File: config.mk
export PLATFORM = sky130hd
export DESIGN_NAME = vfcm_ctrl
export DESIGN_NICKNAME = d
export VERILOG_FILES = /design/src/sv/vfcm_pkg.sv /design/src/sv/vfcm_ctrl.sv
export SDC_FILE = /design/constraint.sdc
export NUM_CORES = 1
export LEC_CHECK = 0
export ABC_CLOCK_PERIOD_IN_PS = 5150
export BUFFER_PORTS_ARGS = -buffer_cell sky130_fd_sc_hd__buf_2
export CAP_MARGIN = 20
export CORE_MARGIN = 2
export CORE_UTILIZATION = 55
export DETAILED_ROUTE_END_ITERATION = 6
export HOLD_SLACK_MARGIN = 0.02
export PLACE_DENSITY = 0.94
export SYNTH_ARGS = -nofsm -noshare
export SYNTH_HDL_FRONTEND = slang
export SYNTH_SLANG_ARGS = --single-unit
File: constraint.sdc
create_clock -name clk -period 5.15 [get_ports clk]
set_input_delay 1.2875 -clock clk [delete_from_list [all_inputs] [get_ports clk]]
set_output_delay 1.2875 -clock clk [all_outputs]
set_load 0.1 [all_outputs]
File: src/sv/vfcm_pkg.sv
// Shared types, sizes and constant tables for the voxel face-culling mesher.
// Used by the controller, the datapath and the top level; depends on nothing.

package vfcm_pkg;

    // Cube geometry and stored type width.
    localparam int SIDE      = 16;
    localparam int TYPE_BITS = 8;
    localparam int CELLS     = SIDE * SIDE * SIDE;
    localparam int ADDR_W    = $clog2(CELLS);

    // Port field widths.
    localparam int CMD_W   = 2;
    localparam int COORD_W = 5;
    localparam int NTYPE_W = 8;
    localparam int VPOS_W  = 6;
    localparam int FACE_W  = 3;

    localparam int NUM_FACES   = 6;
    localparam int VERTS_FACE  = 6;

    // Face codes, in emission order.
    localparam logic [FACE_W-1:0] FACE_NX = 3'd0;
    localparam logic [FACE_W-1:0] FACE_PX = 3'd1;
    localparam logic [FACE_W-1:0] FACE_NY = 3'd2;
    localparam logic [FACE_W-1:0] FACE_PY = 3'd3;
    localparam logic [FACE_W-1:0] FACE_NZ = 3'd4;
    localparam logic [FACE_W-1:0] FACE_PZ = 3'd5;

    localparam logic KIND_READ   = 1'b0;
    localparam logic KIND_VERTEX = 1'b1;

    typedef enum logic [CMD_W-1:0] {
        OP_WRITE   = 2'd0,
        OP_READ    = 2'd1,
        OP_EXAMINE = 2'd2,
        OP_NONE    = 2'd3
    } op_t;

    // Commands from the controller to the datapath.
    typedef struct packed {
        logic                capture;     // latch the input beat
        logic                clear;       // write air at clear_addr
        logic [ADDR_W-1:0]   clear_addr;
        logic                write;       // store new type at the cell
        logic                probe;       // issue a store read
        logic                probe_self;  // read the cell itself
        logic [FACE_W-1:0]   probe_face;  // otherwise the neighbor across this face
        logic                load_read;   // load a read-data result
        logic                emit_start;  // point at the first visible face
        logic                emit_step;   // load one vertex and advance
    } vfcm_cmd_t;

    // Status from the datapath to the controller.
    typedef struct packed {
        op_t  op;
        logic in_cube;
        logic out_free;
        logic none_visible;
        logic emit_final;
    } vfcm_stat_t;

    // Linear store address of an in-cube cell.
    function automatic logic [ADDR_W-1:0] cell_addr(
        input logic [VPOS_W-1:0] x,
        input logic [VPOS_W-1:0] y,
        input logic [VPOS_W-1:0] z
    );
        logic [ADDR_W-1:0] side_a;
        side_a = ADDR_W'(SIDE);
        return (ADDR_W'(x) * side_a + ADDR_W'(y)) * side_a + ADDR_W'(z);
    endfunction

    // Quad corner used by each vertex of a face (two triangles).
    function automatic logic [1:0] emit_corner(input logic [2:0] vert);
        logic [1:0] c;
        case (vert)
            3'd0:    c = 2'd0;
            3'd1:    c = 2'd1;
            3'd2:    c = 2'd2;
            3'd3:    c = 2'd0;
            3'd4:    c = 2'd2;
            3'd5:    c = 2'd3;
            default: c = 2'd0;
        endcase
        return c;
    endfunction

    // Corner offsets packed as {dx, dy, dz}.
    function automatic logic [2:0] corner_offset(
        input logic [FACE_W-1:0] face,
        input logic [1:0]        corner
    );
        logic [2:0] o;
        o = 3'b000;
        case (face)
            FACE_NX: case (corner)
                2'd0: o = 3'b000; 2'd1: o = 3'b001; 2'd2: o = 3'b011; default: o = 3'b010;
            endcase
            FACE_PX: case (corner)
                2'd0: o = 3'b101; 2'd1: o = 3'b100; 2'd2: o = 3'b110; default: o = 3'b111;
            endcase
            FACE_NY: case (corner)
                2'd0: o = 3'b000; 2'd1: o = 3'b100; 2'd2: o = 3'b101; default: o = 3'b001;
            endcase
            FACE_PY: case (corner)
                2'd0: o = 3'b011; 2'd1: o = 3'b111; 2'd2: o = 3'b110; default: o = 3'b010;
            endcase
            FACE_NZ: case (corner)
                2'd0: o = 3'b100; 2'd1: o = 3'b000; 2'd2: o = 3'b010; default: o = 3'b110;
            endcase
            FACE_PZ: case (corner)
                2'd0: o = 3'b001; 2'd1: o = 3'b101; 2'd2: o = 3'b111; default: o = 3'b011;
            endcase
            default: o = 3'b000;
        endcase
        return o;
    endfunction

endpackage

File: src/sv/vfcm_ctrl.sv
// Controller of the mesher: clearing sweep, command dispatch, probe sequence
// and vertex emission. Depends on vfcm_pkg.

module vfcm_ctrl (
    input  logic                   clk,
    input  logic                   rst_n,
    input  logic                   in_valid,
    output logic                   in_ready,
    input  vfcm_pkg::vfcm_stat_t   stat,
    output vfcm_pkg::vfcm_cmd_t    ctl
);
    import vfcm_pkg::*;

    typedef enum logic [3:0] {
        ST_CLEAR,
        ST_IDLE,
        ST_DISPATCH,
        ST_RD_WAIT,
        ST_RD_OUT,
        ST_PROBE,
        ST_SETTLE,
        ST_CHECK,
        ST_EMIT
    } state_t;

    state_t              state_reg, state_next;
    logic [ADDR_W-1:0]   clr_cnt_reg, clr_cnt_next;
    logic [FACE_W-1:0]   face_cnt_reg, face_cnt_next;

    always_comb
    begin
        state_next    = state_reg;
        clr_cnt_next  = clr_cnt_reg;
        face_cnt_next = face_cnt_reg;
        ctl           = '0;
        ctl.clear_addr = clr_cnt_reg;
        ctl.probe_face = face_cnt_reg;
        in_ready      = 1'b0;

        unique case (state_reg)
            ST_CLEAR:
            begin
                ctl.clear    = 1'b1;
                clr_cnt_next = clr_cnt_reg + 1'b1;
                if (clr_cnt_reg == ADDR_W'(CELLS - 1))
                begin
                    state_next = ST_IDLE;
                end
            end
            ST_IDLE:
            begin
                in_ready    = 1'b1;
                ctl.capture = in_valid;
                if (in_valid)
                begin
                    state_next = ST_DISPATCH;
                end
            end
            ST_DISPATCH:
            begin
                unique case (stat.op)
                    OP_WRITE:
                    begin
                        ctl.write  = 1'b1;
                        state_next = ST_IDLE;
                    end
                    OP_READ:
                    begin
                        ctl.probe      = 1'b1;
                        ctl.probe_self = 1'b1;
                        state_next     = ST_RD_WAIT;
                    end
                    OP_EXAMINE:
                    begin
                        if (stat.in_cube)
                        begin
                            ctl.probe      = 1'b1;
                            ctl.probe_self = 1'b1;
                            face_cnt_next  = FACE_NX;
                            state_next     = ST_PROBE;
                        end
                        else
                        begin
                            state_next = ST_IDLE;
                        end
                    end
                    default:
                    begin
                        state_next = ST_IDLE;
                    end
                endcase
            end
            ST_RD_WAIT:
            begin
                state_next = ST_RD_OUT;
            end
            ST_RD_OUT:
            begin
                if (stat.out_free)
                begin
                    ctl.load_read = 1'b1;
                    state_next    = ST_IDLE;
                end
            end
            ST_PROBE:
            begin
                ctl.probe     = 1'b1;
                face_cnt_next = face_cnt_reg + 1'b1;
                if (face_cnt_reg == FACE_PZ)
                begin
                    state_next = ST_SETTLE;
                end
            end
            ST_SETTLE:
            begin
                state_next = ST_CHECK;
            end
            ST_CHECK:
            begin
                if (stat.none_visible)
                begin
                    state_next = ST_IDLE;
                end
                else
                begin
                    ctl.emit_start = 1'b1;
                    state_next     = ST_EMIT;
                end
            end
            ST_EMIT:
            begin
                if (stat.out_free)
                begin
                    ctl.emit_step = 1'b1;
                    if (stat.emit_final)
                    begin
                        state_next = ST_IDLE;
                    end
                end
            end
            default:
            begin
                state_next = ST_IDLE;
            end
        endcase
    end

    always_ff @(posedge clk or negedge rst_n)
    begin
        if (!rst_n)
        begin
            state_reg    <= ST_CLEAR;
            clr_cnt_reg  <= '0;
            face_cnt_reg <= '0;
        end
        else
        begin
            state_reg    <= state_next;
            clr_cnt_reg  <= clr_cnt_next;
            face_cnt_reg <= face_cnt_next;
        end
    end

endmodule

Word level (Yosys, flattened, before mapping) --
Cells that the tools add are included. Widths: inputs -> output; s select.
Cells by class: $add $sub $neg 2, multiply operators 0, divide/modulo/power cells 0, order comparisons 0, equal/unequal tests 20, shifts and indexed selects 0, multiplexer cells 27, bitwise logic cells 0, reduce and logical (&&, ||, !) cells 5
Operators with widths (number):
- $pmux 4 s9 | 1
- $mux 4 | 7
- $eq 4x3->1 const B | 4
- $ne 2x2->1 const B | 7
- $add 12x1->12 const B | 1
- $eq 12x12->1 const B | 1
- $pmux 3 s2 | 2
- $mux 1 | 11
- $mux 3 | 3
- $eq 4x2->1 const B | 2
- $reduce_and 6->1 | 1
- $eq 4x1->1 const B | 1
- $eq 4x4->1 const B | 1
- $logic_not 4->1 | 1
- $pmux 2 s2 | 1
- $add 3x1->3 const B | 1
- $eq 3x3->1 const B | 1
- $reduce_and 3->1 | 1
- $eq 2x1->1 const B | 1
- $eq 2x2->1 const B | 1
- $logic_not 2->1 | 1
- $mux 2 | 1
- $ne 2x1->1 const B | 1
- $pmux 1 s2 | 1
- $reduce_bool 2->1 | 1
Storage, ports and cells: register bits 19, latch bits 0, memory bits (writable) 0, ROM bits 0, input port bits 9, output and inout bits 24, word-level logic and storage cells 57, memories kept 0

Depth between registers and ports, before layout --
Gate-level depths: netlist of the first run.
depth after elaboration 3, gate-level depth with buffers 6, mapped depth without buffers 6

Least setup slack after synthesis of the first run --
OpenSTA, ideal clock, no wires.
kind register to output, start point register state_reg[0], end point output ctl[22] in the netlist's numbering, arrival time 4028 ps, required time 3863 ps, slack -166 ps, stages on the path, launching flop included 5, buffers on the path 1, cells stage by stage dfrtp_1 > buf_2 > nor2b_1 > nor3b_1 > and2_1
RTL lines:
- start, declared | RTL line vfcm_ctrl.sv:26 | state_t state_reg, state_next;
- start signal, assigned | RTL line vfcm_ctrl.sv:158 | state_reg <= state_next;
- end, declared | RTL line vfcm_ctrl.sv:10 | output vfcm_pkg::vfcm_cmd_t ctl

==> summary.txt, run 1 <==
Outcome
  • Status: finished, final reports clean

Global route
  • GRT overflow: 0
  • Met3 GRT Util: 4.242%
  • Total GRT Usage: 22.03%
  • Grt met1 use: between 20% and 30%
  • First-pass GRT wire length: 4077 um
  • Largest net degree at the start of global routing: 20
  • Busiest grt layer: met2
  • Antenna violations before repair: 0
  • Vias in the first global route: 949
  • Met2 Usage GRT: 39.11%

Critical path
  • R2r endpoint: state_reg[2]
  • Setup crit start: stat[4]
  • R2r setup slk: 3170 ps
  • CP endpoint kind: output pin
  • Worst setup SP type: input port
  • Req. time, crit path: roughly 3900 ps
  • R2r worst-path depth: 4
  • Worst Setup EP: ctl[7]
  • CP Data Arrival Time: 2560 ps
  • Crit path kind: in -> out
  • Crit-path max FO: 3
  • Reg2reg start: state_reg[0]

Timing
  • Worst-Margin Slew: 589.9 ps
  • Fin crit share: approximately three quarters
  • WHS: 491.1 ps
  • Clock skew: 6.723 ps
  • Fmax: ~260 MHz
  • RSZ-0062 raised after global routing: false
  • Hold Fails Final Rpt: 0
  • Setup_tns: 0 ps
  • Max-slew violations: 0
  • Relative slew slack: 60.38%
  • Number of setup violations in the final report: 0
  • Tmin final: 3852 ps

Clock network
  • Clock Latency Late Sink: 310 ps
  • Hold-fix buffers at CTS: 0
  • Setup bufs post-CTS: 0
  • Clk pin slew, worst setup/hold paths: ~110 ps
  • Clk sinks: 19
  • H-tree level count: 1
  • CTS Root Cell: clkbuf_4
  • Max Root-Sink Buffers: 2
  • Resized Gates After CTS: 0
  • Total CTS buffers: 3
  • CTS tree: yes

Logic synthesis
  • Post-Syn Instances: 113
  • Avg Synthesized Cell Area: 10.24 um2
  • Area contributors post-synth: dfrtp_1 (41%), ha_1 (7.6%), xor2_1 (6.8%)
  • Flops & latches, synth: 19
  • Netlist cell types: 35
  • Sequential-to-total area share from yosys stat: 41.08%
  • Mapped cell area: around 1200 um2
  • Synth area leader: dfrtp_1
  • Ys async rst share: 100.0%
  • Most instantiated library cell after synthesis: dfrtp_1
  • Syn Nets: 129
  • Yosys warns: 0
  • Most used DFF post-synth: dfrtp_1
  • Post-synth top area share: 41.08%
  • Post-synth top cells: dfrtp_1 (19), nand2_1 (9), nor2_1 (9), xor2_1 (9), ha_1 (7)
  • Post-synth EDFFs: 0

Final layout
  • Fillers: between 150 and 200
  • Area Growth Syn to Fin: 17.95%
  • Max reg flops: 12
  • Proportion of layout cells with a drive suffix above 1: between 30% and 40%
  • Ant diodes: 0
  • Fin nets: 162

Placement
  • Port bufs: 32
  • Gp weighted congestion: 0.7242
  • Detailed placer's ending HPWL: 1807 um

Drt
  • WL per Instance: 13.71 um
  • Vias/cell: 5.558
  • DRT iter0 DRCs: 12
  • Drt first pass iters: 4
  • Post-route ant nets: 0
  • Post-route DRC: 0
  • Via Count: 956
  • Routed WL: 2358 um

Floorplanning
  • Initial Util: between 50% and 60%
  • I/O Pins: 33
  • Die X: between 40 and 50 um
  • Overall die height: approximately 50 um
  • Core Rows: 16
  • Placeable Area: 1982 um2
  • Die ar.: 2487 um2

Run
  • MaxCap Viol Count: 0

Worst hold path
  • Class of the worst hold path: reg -> reg
area by class of cell:
class | instances | area (um2) | share of cell area, %
timing repair buffer | 32 | 160.2 | 11.73
sequential | 19 | 475.5 | 34.83
clock buffer | 3 | 22.52 | 1.650
multi-input combinational | 86 | 653.1 | 47.85
tap | 27 | 33.78 | 2.475
clock inverter | 1 | 5.005 | 0.3666
inverter | 4 | 15.01 | 1.100
logic make-up (layout without fill, tap and decap cells):
logic type / after synthesis / in the layout / synth area share [%]
and+or+nand+nor: 53 / 53 / 30.27
DFF: 19 / 19 / 41.08
xor gates and xnor gates: 13 / 13 / 9.838
AOI/OAI and AO/OA: 10 / 10 / 5.406
buffers and inverters: 8 / 40 / 2.918
adders and majority gates: 7 / 7 / 7.567
muxes: 3 / 3 / 2.919
critical path: stages:
cell and delay (ps):
buf_2 120, inv_1 90, ha_1 210, a21oi_1 100
and3b_1 230, nand2b_1 100, buf_2 430
stage by stage:
step                setup slack, ps  instance area, um2  cells  utilization, %
floorplan                     314.4                1162    113               -
global placement               1440                1338    168           67.49
detailed placement             1318                1338    168           67.49
CTS                            1309                1365    172           68.88
global route                   1212                1365    172           68.88
finish                         1298                1365    172           68.88
cells in the final DEF, fill, tap and decap left out, types with 3 or more instances in the layout:
master and n:
nand3_1 3, mux2_2 3, xnor2_1 4, nor3_2 3, buf_2 32, clkbuf_4 3, inv_1 4, nor2_1 9
ha_1 7, nor3_1 4, nand2_1 9, dfrtp_1 19, nor3b_1 4, xor2_1 9
per-layer routing:
metal / wire [um] / vias up
li1: - / 457
met1: 960 / 461
met2: 1217 / 32
met3: 138 / 6
met4: 42 / 0
met5: 0 / -
how the worst min path moves through the flow:
stage,from,end,slack [ps],depth (start not counted)
floorplan,state_reg[1],face_cnt_reg[2],680,4
global placement,clr_cnt_reg[10],clr_cnt_reg[10],480,1
detailed placement,clr_cnt_reg[10],clr_cnt_reg[10],480,1
CTS,clr_cnt_reg[10],clr_cnt_reg[10],500,1
global route,clr_cnt_reg[10],clr_cnt_reg[10],530,1
finish,clr_cnt_reg[10],clr_cnt_reg[10],490,1
Power of run 1 is left out: the tool's default activity adds up to more than one toggle a clock period on the data nets, which glitch-free logic cannot reach.
==> run 2, diff against run 1 <==
ABC_AREA = 1   (was unset)
ABC_CLOCK_PERIOD_IN_PS = 4000   (was 5150)
CORE_ASPECT_RATIO = 1.75   (was unset)
CORE_UTILIZATION = 51   (was 55)
PLACE_DENSITY = 0.88   (was 0.94)
clock period = 4 ns   (was 5.15 ns; I/O delays follow)
==> run 2 against run 1 <==
Against the previous run:
- sequential share of layout area shrank 2.1 points
- cell area grew 6.3%
- critical path type unchanged
- core utilization shrank 5.0 points
- non-clock buffer count is the same
- flip-flop and latch count is the same
- hold slack gained 21 ps
- global-route usage shrank 0.34 points
==> summary.txt, run 2 <==
Logic synthesis
  • Avg Synthesized Cell Area: 7.857 um2 (-23%)
  • Post-synth EDFFs: 0 (unchanged)
  • Area contributors post-synth: dfrtp_1 (39%), nand2_1 (8.7%), inv_1 (7.4%)
  • Ys async rst share: 100.0% (unchanged)
  • Syn Nets: 170 (+32%)
  • Mapped cell area: 1210 um2 (+4.5%)
  • Sequential-to-total area share from yosys stat: 39.30% (-1.8 points)
  • Most used DFF post-synth: dfrtp_1
  • Yosys warns: 0 (unchanged)
  • Most instantiated library cell after synthesis: nand2_1
  • Netlist cell types: 22 (-37%)
  • Post-Syn Instances: 154 (+36%)
  • Post-synth top cells: nand2_1 (28), inv_1 (24), nor2_1 (21)
  • Post-synth top area share: 39.30% (-1.8 points)
  • Synth area leader: dfrtp_1
  • Flops & latches, synth: 19 (unchanged)

Worst hold path
  • Hold Crit Start: clr_cnt_reg[2]
  • Class of the worst hold path: reg -> reg
  • Hold Crit Endpoint: clr_cnt_reg[2]
  • Hold path cells: 1 (unchanged)

Timing
  • Max-slew violations: 0 (unchanged)
  • Clock skew: 3.524 ps (-3.198 ps)
  • Tmin final: 3116 ps
  • Fmax: 320.9 MHz
  • Setup_tns: 0 ps (unchanged)
  • Hold Fails Final Rpt: 0 (unchanged)
  • Fin crit share: 77.90%
  • RSZ-0062 raised after global routing: false
  • Relative slew slack: 67.49% (+7.1 points)
  • Number of setup violations in the final report: 0 (unchanged)
  • Worst-Margin Slew: 491.1 ps (-98.87 ps)

Global route
  • First-pass GRT wire length: 4174 um (+2.4%)
  • Largest net degree at the start of global routing: 20 (unchanged)
  • Antenna violations before repair: 0 (unchanged)
  • Met2 Usage GRT: 39.65% (+0.54 points)
  • Grt met1 use: 22.88% (-2.0 points)
  • Vias in the first global route: 1071 (+13%)
  • Total GRT Usage: 21.69% (-0.34 points)
  • Met3 GRT Util: 1.948% (-2.3 points)
  • GRT overflow: 0 (unchanged)
  • Busiest grt layer: met2

Clock network
  • Total CTS buffers: 3 (unchanged)
  • Setup bufs post-CTS: 0 (unchanged)
  • Resized Gates After CTS: 0 (unchanged)
  • Clk sinks: 19 (unchanged)
  • CTS tree: yes
  • Clock Latency Late Sink: 260 ps (-50 ps)
  • Hold-fix buffers at CTS: 0 (unchanged)
  • Max Root-Sink Buffers: 2 (unchanged)
  • H-tree level count: 1 (unchanged)
  • CTS Root Cell: clkbuf_8
  • Clk pin slew, worst setup/hold paths: 70 ps (-40 ps)

Floorplanning
  • Initial Util: 53.22% (-5.2 points)
  • Overall die height: 68.44 um (+37%)
  • Die X: 40.82 um (-18%)
  • Core Rows: 23 (+7)
  • Die ar.: 2794 um2 (+12%)
  • Placeable Area: 2273 um2 (+15%)
  • I/O Pins: 33 (unchanged)

Final layout
  • Fin nets: 207 (+28%)
  • Commonest non-fill, non-tap cell in the layout: buf_2
  • Multi-input gate area: 638.1 um2 (-2.3%)
  • Most frequent cells in the layout: buf_2 (32), nand2_1 (28), inv_1 (24), nor2_1 (21), dfrtp_1 (19)
  • Max reg flops: 12 (unchanged)
  • Final instance area: 1451 um2 (+6.3%)
  • Proportion of layout cells with a drive suffix above 1: 27.37% (-5.7 points)
  • Fillers: 217 (+28%)
  • Ant diodes: 0 (unchanged)
  • Register area: 475.5 um2 (unchanged)
  • Fin util: 63.84% (-5.0 points)
  • Area Growth Syn to Fin: 19.96%

Critical path
  • R2r worst-path depth: 5 (+1)
  • Crit-path max FO: 3 (unchanged)
  • Crit path kind: in -> out
  • R2r setup slk: 2580 ps (-590 ps)
  • Worst setup SP type: input port
  • CP Data Arrival Time: 2120 ps (-440 ps)
  • CP endpoint kind: output pin
  • R2r endpoint: clr_cnt_reg[10]
  • Req. time, crit path: 3000 ps (-860 ps)
  • Reg2reg start: state_reg[2]

Drt
  • Via Count: 1091 (+14%)
  • Routed WL: 2416 um (+2.5%)
  • Post-route DRC: 0 (unchanged)
  • Drt first pass iters: 4 (unchanged)
  • DRT iter0 DRCs: 16 (+4)
  • WL per Instance: 11.24 um (-18%)
  • Post-route ant nets: 0 (unchanged)
  • Vias/cell: 5.074 (-8.7%)

Placement
  • Detailed placer's ending HPWL: 2006 um (+11%)
  • Port bufs: 32 (unchanged)
  • Gp weighted congestion: 0.7203 (-0.54%)
  • DP Area: 1406 um2 (+5.1%)

Run
  • MaxCap Viol Count: 0 (unchanged)

Outcome
  • Status: finished, final reports clean
==> run 2: cell count changes in the layout (fill, tap and decap cells not counted), sizes merged, moves of 4 or more <==
cell,before,now
nand3,5,19
nand2,9,31
nor2,9,27
inv,4,27
o21ai,2,6
nor3b,5,0
==> run 2: final cells by class <==
| type | instances | area share, % |
|---|---|---|
| Timing Repair Buffer | 32 | 11.03 |
| Inverter | 27 | 6.983 |
| Multi-Input combinational cell | 108 | 43.97 |
| Clock buffer | 4 | 3.103 |
| Tap cell | 25 | 2.155 |
| Sequential cell | 19 | 32.76 |
==> run 2: worst max path at each step <==
stage          startpoint      to
2_1_floorplan     stat[5]  ctl[7]
3_3_place_gp      stat[4]  ctl[7]
3_5_place_dp      stat[4]  ctl[7]
4_1_cts           stat[4]  ctl[7]
5_1_grt           stat[4]  ctl[7]
6_report          stat[4]  ctl[7]
==> run 2: worst max-delay path, cell delays in order <==
cell and delay, ps:
buf_2 120, inv_1 70, ha_1 160, nand2_1 50, inv_1 60, o21ai_0 100
o21ai_1 120, buf_2 430
==> run 2: through the flow <==
stage / hold slack [ps] / instances / setup WS, ps
5_1_grt: 513.1 / 215 / 746.9
6_report: 511.9 / 215 / 884.1
4_1_cts: 509.7 / 215 / 875.8
3_3_place_gp: 499.7 / 211 / 935.6
3_5_place_dp: 496.4 / 211 / 871.7
2_1_floorplan: 534.6 / 154 / 247.6
==> run 2: per-layer routing <==
metal / part of all wire (%) / wire length [um]
met1: 38 / 920
met2: 56 / 1341
met3: 4.3 / 105
met4: 2.0 / 48
met5: 0 / 0
==> run 2: logic make-up after synthesis <==
family / after synthesis / share of synthesized area, %
simple gates: 82 / 33.71
buf+inv: 27 / 8.377
flops: 19 / 39.30
xor+xnor: 10 / 7.239
compound gates: 9 / 4.136
fa+ha+maj: 7 / 7.239
Power of run 2 is left out for the same reason.
